**src/rtl/core/hcd_pkg.sv**
```systemverilog
`timescale 1ns / 1ps
`default_nettype none
// ---------------------------------------------------------------------------
// hcd_pkg: shared types and constants of the chunked body decoder
// Phase codes, control state, result record and the hex digit decode.
// ---------------------------------------------------------------------------
package hcd_pkg;

	localparam logic [7:0] CH_LF     = 8'h0A;
	localparam logic [7:0] CH_CR     = 8'h0D;
	localparam int         HEX_SHIFT = 4;

	typedef enum logic [2:0] {
		PH_SIZE = 3'b001,
		PH_DATA = 3'b010,
		PH_DONE = 3'b100
	} phase_t;

	typedef struct packed {
		phase_t phase;
		logic   line_has_text;
		logic   after_return;
	} ctrl_t;

	localparam ctrl_t CTRL_RESET = '{phase: PH_SIZE, line_has_text: 1'b0, after_return: 1'b0};

	typedef struct packed {
		logic       valid;
		logic [7:0] payload;
		logic       eob;
	} res_t;

	typedef struct packed {
		logic                 ok;
		logic [HEX_SHIFT-1:0] value;
	} hex_t;

	function automatic hex_t hex_digit(input logic [7:0] c);
		hex_t h;
		h = '0;
		if (c >= 8'h30 && c <= 8'h39) begin
			h.ok    = 1'b1;
			h.value = 4'(c - 8'h30);
		end else if (c >= 8'h61 && c <= 8'h66) begin
			h.ok    = 1'b1;
			h.value = 4'(c - 8'h61 + 8'd10);
		end else if (c >= 8'h41 && c <= 8'h46) begin
			h.ok    = 1'b1;
			h.value = 4'(c - 8'h41 + 8'd10);
		end
		return h;
	endfunction

endpackage
`default_nettype wire

```
**src/rtl/core/hcd_step.sv**
```systemverilog
`timescale 1ns / 1ps
`default_nettype none
// ---------------------------------------------------------------------------
// hcd_step: chunk framing update for one byte
// Next decoder state and the optional result for one received byte.
// ---------------------------------------------------------------------------
module hcd_step
	import hcd_pkg::*;
#(
	parameter int SIZE_BITS = 32
) (
	input  ctrl_t                ctrl,
	input  logic [SIZE_BITS-1:0] bytes_left,
	input  logic [SIZE_BITS-1:0] size_accum,
	input  logic [7:0]           in_byte,
	input  logic                 new_message,
	output ctrl_t                ctrl_nxt,
	output logic [SIZE_BITS-1:0] bytes_left_nxt,
	output logic [SIZE_BITS-1:0] size_accum_nxt,
	output res_t                 res
);

	ctrl_t                cur_ctrl;
	logic [SIZE_BITS-1:0] cur_left;
	logic [SIZE_BITS-1:0] cur_acc;
	logic [SIZE_BITS-1:0] left_dec;
	hex_t                 hex;

	assign hex      = hex_digit(in_byte);
	assign left_dec = cur_left - SIZE_BITS'(1);

	always_comb begin
		cur_ctrl = ctrl;
		cur_left = bytes_left;
		cur_acc  = size_accum;
		// new message: start from a clean state before this byte
		if (new_message) begin
			cur_ctrl = CTRL_RESET;
			cur_left = '0;
			cur_acc  = '0;
		end
	end

	always_comb begin
		ctrl_nxt       = cur_ctrl;
		bytes_left_nxt = cur_left;
		size_accum_nxt = cur_acc;
		res            = '0;
		unique case (cur_ctrl.phase)
			PH_DATA: begin
				res.valid      = 1'b1;
				res.payload    = in_byte;
				bytes_left_nxt = left_dec;
				if (left_dec == '0) begin
					ctrl_nxt.phase = PH_SIZE;
				end
			end
			PH_SIZE: begin
				if (in_byte == CH_LF) begin
					ctrl_nxt.line_has_text = 1'b0;
					ctrl_nxt.after_return  = 1'b0;
					size_accum_nxt         = '0;
					// empty lines are skipped
					if (cur_ctrl.line_has_text) begin
						if (cur_acc == '0) begin
							ctrl_nxt.phase = PH_DONE;
							res.valid      = 1'b1;
							res.eob        = 1'b1;
						end else begin
							bytes_left_nxt = cur_acc;
							ctrl_nxt.phase = PH_DATA;
						end
					end
				end else if (!cur_ctrl.after_return) begin
					if (in_byte == CH_CR) begin
						ctrl_nxt.after_return = 1'b1;
					end else begin
						ctrl_nxt.line_has_text = 1'b1;
						// a non-hex byte ends the size text like an extension
						if (!hex.ok) begin
							ctrl_nxt.after_return = 1'b1;
						end else begin
							size_accum_nxt = {cur_acc[SIZE_BITS-HEX_SHIFT-1:0], hex.value};
						end
					end
				end
			end
			default: begin
				// body done: drop bytes until a new message
			end
		endcase
	end

endmodule
`default_nettype wire

```
**src/rtl/core/http_chunked_body_decoder.sv**
```systemverilog
`timescale 1ns / 1ps
`default_nettype none
// ---------------------------------------------------------------------------
// http_chunked_body_decoder: HTTP/1.1 chunked transfer decoding
// Strips chunk size lines from a chunked body and forwards payload bytes.
// ---------------------------------------------------------------------------
// One body byte per request, one request per clock cycle at full rate. A byte
// is held in an input register, the chunk framing state is updated in a single
// combinational pass (hex shift, size compare, one SIZE_BITS-wide decrement)
// and the result lands in an output register. Size lines, the CRLF closing
// each chunk and bytes after the last chunk give no result; the zero-size
// line gives one result with end_of_body set and payload_byte zero.
// new_message clears all state before its byte is handled. The input register
// keeps taking requests while a result waits, and stalls only when both
// registers are full.
module http_chunked_body_decoder
	import hcd_pkg::*;
#(
	parameter int SIZE_BITS = 32
) (
	input  logic       clk,
	input  logic       arst_n,
	input  logic       in_valid,
	output logic       in_ready,
	input  logic [7:0] in_byte,
	input  logic       new_message,
	output logic       out_valid,
	input  logic       out_ready,
	output logic [7:0] payload_byte,
	output logic       end_of_body
);

	logic                 valid_s1;
	logic [7:0]           byte_s1;
	logic                 new_msg_s1;
	logic                 go_s1;

	ctrl_t                ctrl_q;
	logic [SIZE_BITS-1:0] bytes_left_q;
	logic [SIZE_BITS-1:0] size_accum_q;

	ctrl_t                ctrl_nxt;
	logic [SIZE_BITS-1:0] bytes_left_nxt;
	logic [SIZE_BITS-1:0] size_accum_nxt;
	res_t                 res;

	logic                 out_valid_q;
	logic [7:0]           payload_q;
	logic                 eob_q;

	assign go_s1    = valid_s1 && (!out_valid_q || out_ready);
	assign in_ready = !valid_s1 || go_s1;

	always_ff @(posedge clk or negedge arst_n) begin
		if (!arst_n) begin
			valid_s1 <= 1'b0;
		end else if (in_ready) begin
			valid_s1 <= in_valid;
		end
	end

	always_ff @(posedge clk) begin
		if (in_valid && in_ready) begin
			byte_s1    <= in_byte;
			new_msg_s1 <= new_message;
		end
	end

	hcd_step #(
		.SIZE_BITS(SIZE_BITS)
	) u_step (
		.ctrl          (ctrl_q),
		.bytes_left    (bytes_left_q),
		.size_accum    (size_accum_q),
		.in_byte       (byte_s1),
		.new_message   (new_msg_s1),
		.ctrl_nxt      (ctrl_nxt),
		.bytes_left_nxt(bytes_left_nxt),
		.size_accum_nxt(size_accum_nxt),
		.res           (res)
	);

	always_ff @(posedge clk or negedge arst_n) begin
		if (!arst_n) begin
			ctrl_q       <= CTRL_RESET;
			bytes_left_q <= '0;
			size_accum_q <= '0;
		end else if (go_s1) begin
			ctrl_q       <= ctrl_nxt;
			bytes_left_q <= bytes_left_nxt;
			size_accum_q <= size_accum_nxt;
		end
	end

	always_ff @(posedge clk or negedge arst_n) begin
		if (!arst_n) begin
			out_valid_q <= 1'b0;
		end else if (go_s1) begin
			out_valid_q <= res.valid;
		end else if (out_ready) begin
			out_valid_q <= 1'b0;
		end
	end

	always_ff @(posedge clk) begin
		if (go_s1) begin
			payload_q <= res.payload;
			eob_q     <= res.eob;
		end
	end

	assign out_valid    = out_valid_q;
	assign payload_byte = payload_q;
	assign end_of_body  = eob_q;

	a_eob_no_payload: assert property (@(posedge clk) disable iff (!arst_n)
		out_valid_q && eob_q |-> payload_q == 8'h00)
		else $error("end_of_body result carries a payload byte");

	a_eob_enters_done: assert property (@(posedge clk) disable iff (!arst_n)
		go_s1 && res.valid && res.eob |=> ctrl_q.phase == PH_DONE)
		else $error("last chunk result without done phase");

	a_data_count_live: assert property (@(posedge clk) disable iff (!arst_n)
		ctrl_q.phase == PH_DATA |-> bytes_left_q != '0)
		else $error("data phase with no bytes left");

	a_stall_only_when_full: assert property (@(posedge clk) disable iff (!arst_n)
		valid_s1 && !go_s1 |-> out_valid_q && !out_ready)
		else $error("input stage stalled with room at the output");

endmodule
`default_nettype wire
```
**config.mk**
```make
export PLATFORM = sky130hd
export DESIGN_NAME = http_chunked_body_decoder
export DESIGN_NICKNAME = d
export VERILOG_FILES = /design/src/rtl/core/hcd_pkg.sv /design/src/rtl/core/hcd_step.sv /design/src/rtl/core/http_chunked_body_decoder.sv
export SDC_FILE = /design/constraint.sdc
export NUM_CORES = 1
export LEC_CHECK = 0
export BUFFER_PORTS_ARGS = -buffer_cell sky130_fd_sc_hd__buf_4
export CORE_ASPECT_RATIO = 0.5
export CORE_MARGIN = 8
export CORE_UTILIZATION = 46
export DETAILED_ROUTE_END_ITERATION = 6
export PLACE_DENSITY = 0.7
export SLEW_MARGIN = 20
export SYNTH_ARGS = -nofsm -noshare
export SYNTH_HDL_FRONTEND = slang
export SYNTH_SLANG_ARGS = --single-unit
export TNS_END_PERCENT = 50
```
**constraint.sdc**
```tcl
create_clock -name clk -period 6.65 [get_ports clk]
set_clock_uncertainty 0.2 [all_clocks]
set_input_delay 1.6625 -clock clk [delete_from_list [all_inputs] [get_ports clk]]
set_output_delay 1.6625 -clock clk [all_outputs]
set_load 0.01 [all_outputs]
```
==> results.py <==
metrics = {
    "final_layout": {
        "area_delta_synth_final_pct": 11.0,
        "nets": 575,
        "register_area_mm2": 0.00232,
        "final_common_cell": "dfrtp_1",
        "diodes": 0,
        "fin_cells": 706,
        "layout_common_cells": "dfrtp_1 (70), o21ai_0 (57), nand2_1 (51)",
        "nFillCells": 1014,
        "fin_util_pct": 52.2,
        "drive_above_1_share_pct": 11.8,
        "multi_input_area_mm2": 0.00265,
    },
    "global_route": {
        "grt_max_degree": 72,
        "antenna_found_initial": 0,
        "grt_pass1_vias": 4384,
        "grt_pass1_wl_mm": 23.5,
        "grt_overflow": 0,
        "track_usage_pct": 19.5,
    },
    "routing": {
        "drtIter0Drc": 562,
        "antenna_left": 0,
        "wl_met1_mm": 6.38,
        "firstDrtPassIters": 6,
        "wl_per_cell_um": 20.3,
        "met3_length_mm": 1.10,
        "via_count": 4592,
        "routed-wl-met2_mm": 6.44,
        "routed_wl_mm": 14.3,
        "drc": 0,
        "routed.top_layer": "met4",
        "via_per_inst": 6.50,
    },
    "timing": {
        "setup_tns_ns": 0,
        "fin_crit_sh_pct": 71.2,
        "worstMarginPinSlew_ns": 1.09,
        "slew_violations": 0,
        "fmax_mhz": 211,
        "timing_hold_violations_final": 0,
        "setup_viol": 0,
        "min_period_ns": 4.74,
        "rsz0062_at_grt": "no",
        "relSlewSlack_pct": 27.0,
        "layout_setup_ws_ns": 1.91,
    },
    "clock_tree": {
        "clk_pin_slew_ns": 0.07,
        "clock_latency_ns": 0.34,
        "cts_buffers": 9,
        "clock_path_buffers": 2,
        "htreeDepth": 3,
        "cts_setup_buffers": 0,
        "cts.sinks": 89,
        "cts-root-buf": "clkbuf_16",
        "cts_hold_buf": 0,
        "cts_tree": "yes",
        "ctsResizeCount": 0,
    },
    "synth": {
        "synth_top_area_share_pct": 34.0,
        "ys_warn_count": 0,
        "avgSynthCellArea_um2": 9.30,
        "syn_area_mm2": 0.00514,
        "seq_area_frac_synth_pct": 45.1,
        "yosysUniqueCellTypes": 62,
        "yosysTopAreaCell": "dfrtp_1",
        "synthTopCellsByArea": "dfrtp_1 (34%), edfxtp_1 (11%), a22o_1 (6.0%)",
        "syn_inst": 553,
        "async_reset_ff_share_pct": 79.8,
        "synth_seq_cells": 89,
        "synthFlopType": "dfrtp_1",
        "synth_edf_count": 18,
        "syn_nets": 572,
    },
    "setup_path": {
        "crit_chain": "buf_4 -> nand2b_1 -> nand2_1 -> inv_1 -> nand4_1 -> nor4b_1 -> and3_1 -> nand4_1 -> o31a_1",
        "critPathArrivalTime_ns": 4.77,
        "cp.required_ns": 6.68,
        "slowest_stage": "inv_1",
        "setup.worst_path.start": "out_ready",
        "crit_type": "input port to flip-flop",
        "worstRegToRegCells": 11,
        "crit_top_cell": "nand4_1",
        "worstReg2RegEnd": "ctrl_q[3]",
        "critPathMaxStageDelay_ns": 1.08,
        "timing.critical_path.fanout_max": 31,
        "endpoint_kind": "flip-flop",
        "r2r_slack_ns": 2.52,
        "rr_startpoint": "new_msg_s1",
        "cp-start-kind": "input port",
        "crit_end": "ctrl_q[3]",
    },
    "floorplan": {
        "core_mm2": 0.0109,
        "die_h_um": 90.8,
        "fp.dieArea_mm2": 0.0150,
        "start_util_pct": 47.0,
        "ios": 24,
        "die_w_um": 166,
        "row_count": 27,
    },
    "placed_design": {
        "gp_congestion": 0.924,
        "port_buffers": 23,
        "place_ws_ns": 1.65,
        "dp_cells": 690,
        "dp_hpwl_mm": 9.75,
    },
    "power": {
        "peakVddDrop_uv": 154,
        "p_leak_uw": 0.00244,
        "p_per_area_mw_per_mm2": 212,
    },
    "status": {
        "status": "complete, no violations",
    },
    "flow_run": {
        "drv_cap": 0,
    },
    "min_path": {
        "holdCritPathClass": "flip-flop to flip-flop",
    },
}
-- report_power, final --
part           leakage (µW)  internal, µW  switching (µW)
clock              0.000143           294             221
sequential          0.00116           568            14.4
combinational       0.00114          38.2            72.6
-- worst min path at each step --
stage | from | endpoint | cells past startpoint
finish | bytes_left_q[31] | bytes_left_q[31] | 2
global placement | bytes_left_q[31] | bytes_left_q[31] | 2
CTS | bytes_left_q[31] | bytes_left_q[31] | 2
detailed placement | bytes_left_q[31] | bytes_left_q[31] | 2
global route | bytes_left_q[31] | bytes_left_q[31] | 2
floorplan | bytes_left_q[31] | bytes_left_q[31] | 2
-- routing by layer --
metal	track usage (%)	up-vias
met2	29.1	200
li1	-	2122
met1	26.4	2242
met4	8.27	0
met5	0	-
met3	4.64	28
-- per-stage QoR --
stage / power [µW] / instance area, µm² / hold slack [ns]
2_1_floorplan: 661 / 5140 / 0.264
3_3_place_gp: 701 / 5410 / 0.299
3_5_place_dp: 702 / 5410 / 0.298
4_1_cts: 1210 / 5710 / 0.313
5_1_grt: 1250 / 5710 / 0.373
6_report: 1210 / 5710 / 0.307
-- cell usage after synthesis, types with 4 or more instances --
cell and number:
nor3_1 17, ha_1 6, xor2_1 7, nor4_1 23, nand3_1 12, nor2_1 28
clkbuf_1 29, edfxtp_1 18, buf_2 4, a21o_1 4, a32oi_1 4, and2_1 9
inv_1 8, nand2b_1 6, mux2i_1 9, or3_1 7, nor2b_1 9, xnor2_1 4
a21oi_1 29, or2_2 7, nor4b_1 6, nand4_1 6, dfrtp_1 70, o31ai_1 8
o22ai_1 6, nand2_1 51, a31oi_1 4, a22o_1 35, o21ai_0 57, a22oi_1 12
and3_1 4, or4_1 5
-- sequential cells by signal, summed over array words and instances, names as in the netlist --
name / cells
valid_s1: 1
out_valid: 1
end_of_body: 1
ctrl_q: 5
new_msg_s1: 1
byte_s1: 8
size_accum_q: 32
bytes_left_q: 32
payload_byte: 8
-- area by class of cell --
| type | count | area share (%) |
|---|---|---|
| clock buffer | 9 | 3.94 |
| clock inverter | 7 | 1.36 |
| tap | 145 | 3.18 |
| multi-input combinational | 418 | 46.5 |
| inverter | 8 | 0.526 |
| sequential | 89 | 40.6 |
| timing repair buffer | 30 | 3.94 |
-- cell families after synthesis --
kind of cell / count (synthesis) / share of synthesized area [%]
fa+ha+maj: 6 / 1.46
xor+xnor: 11 / 1.87
simple gates: 203 / 21.2
flops: 89 / 45.1
compound gates: 188 / 24.7
buf+inv: 46 / 3.77
mux: 10 / 1.97
-- critical path: cells and delay by family --
| family | cells | cell delay [ns] |
|---|---|---|
| AND/OR/NAND/NOR | 6 | 1.60 |
| buffers and inverters | 2 | 1.16 |
| AO/OA/AOI/OAI | 1 | 0.33 |
No activity file was read; power rests on OpenSTA's default activity.
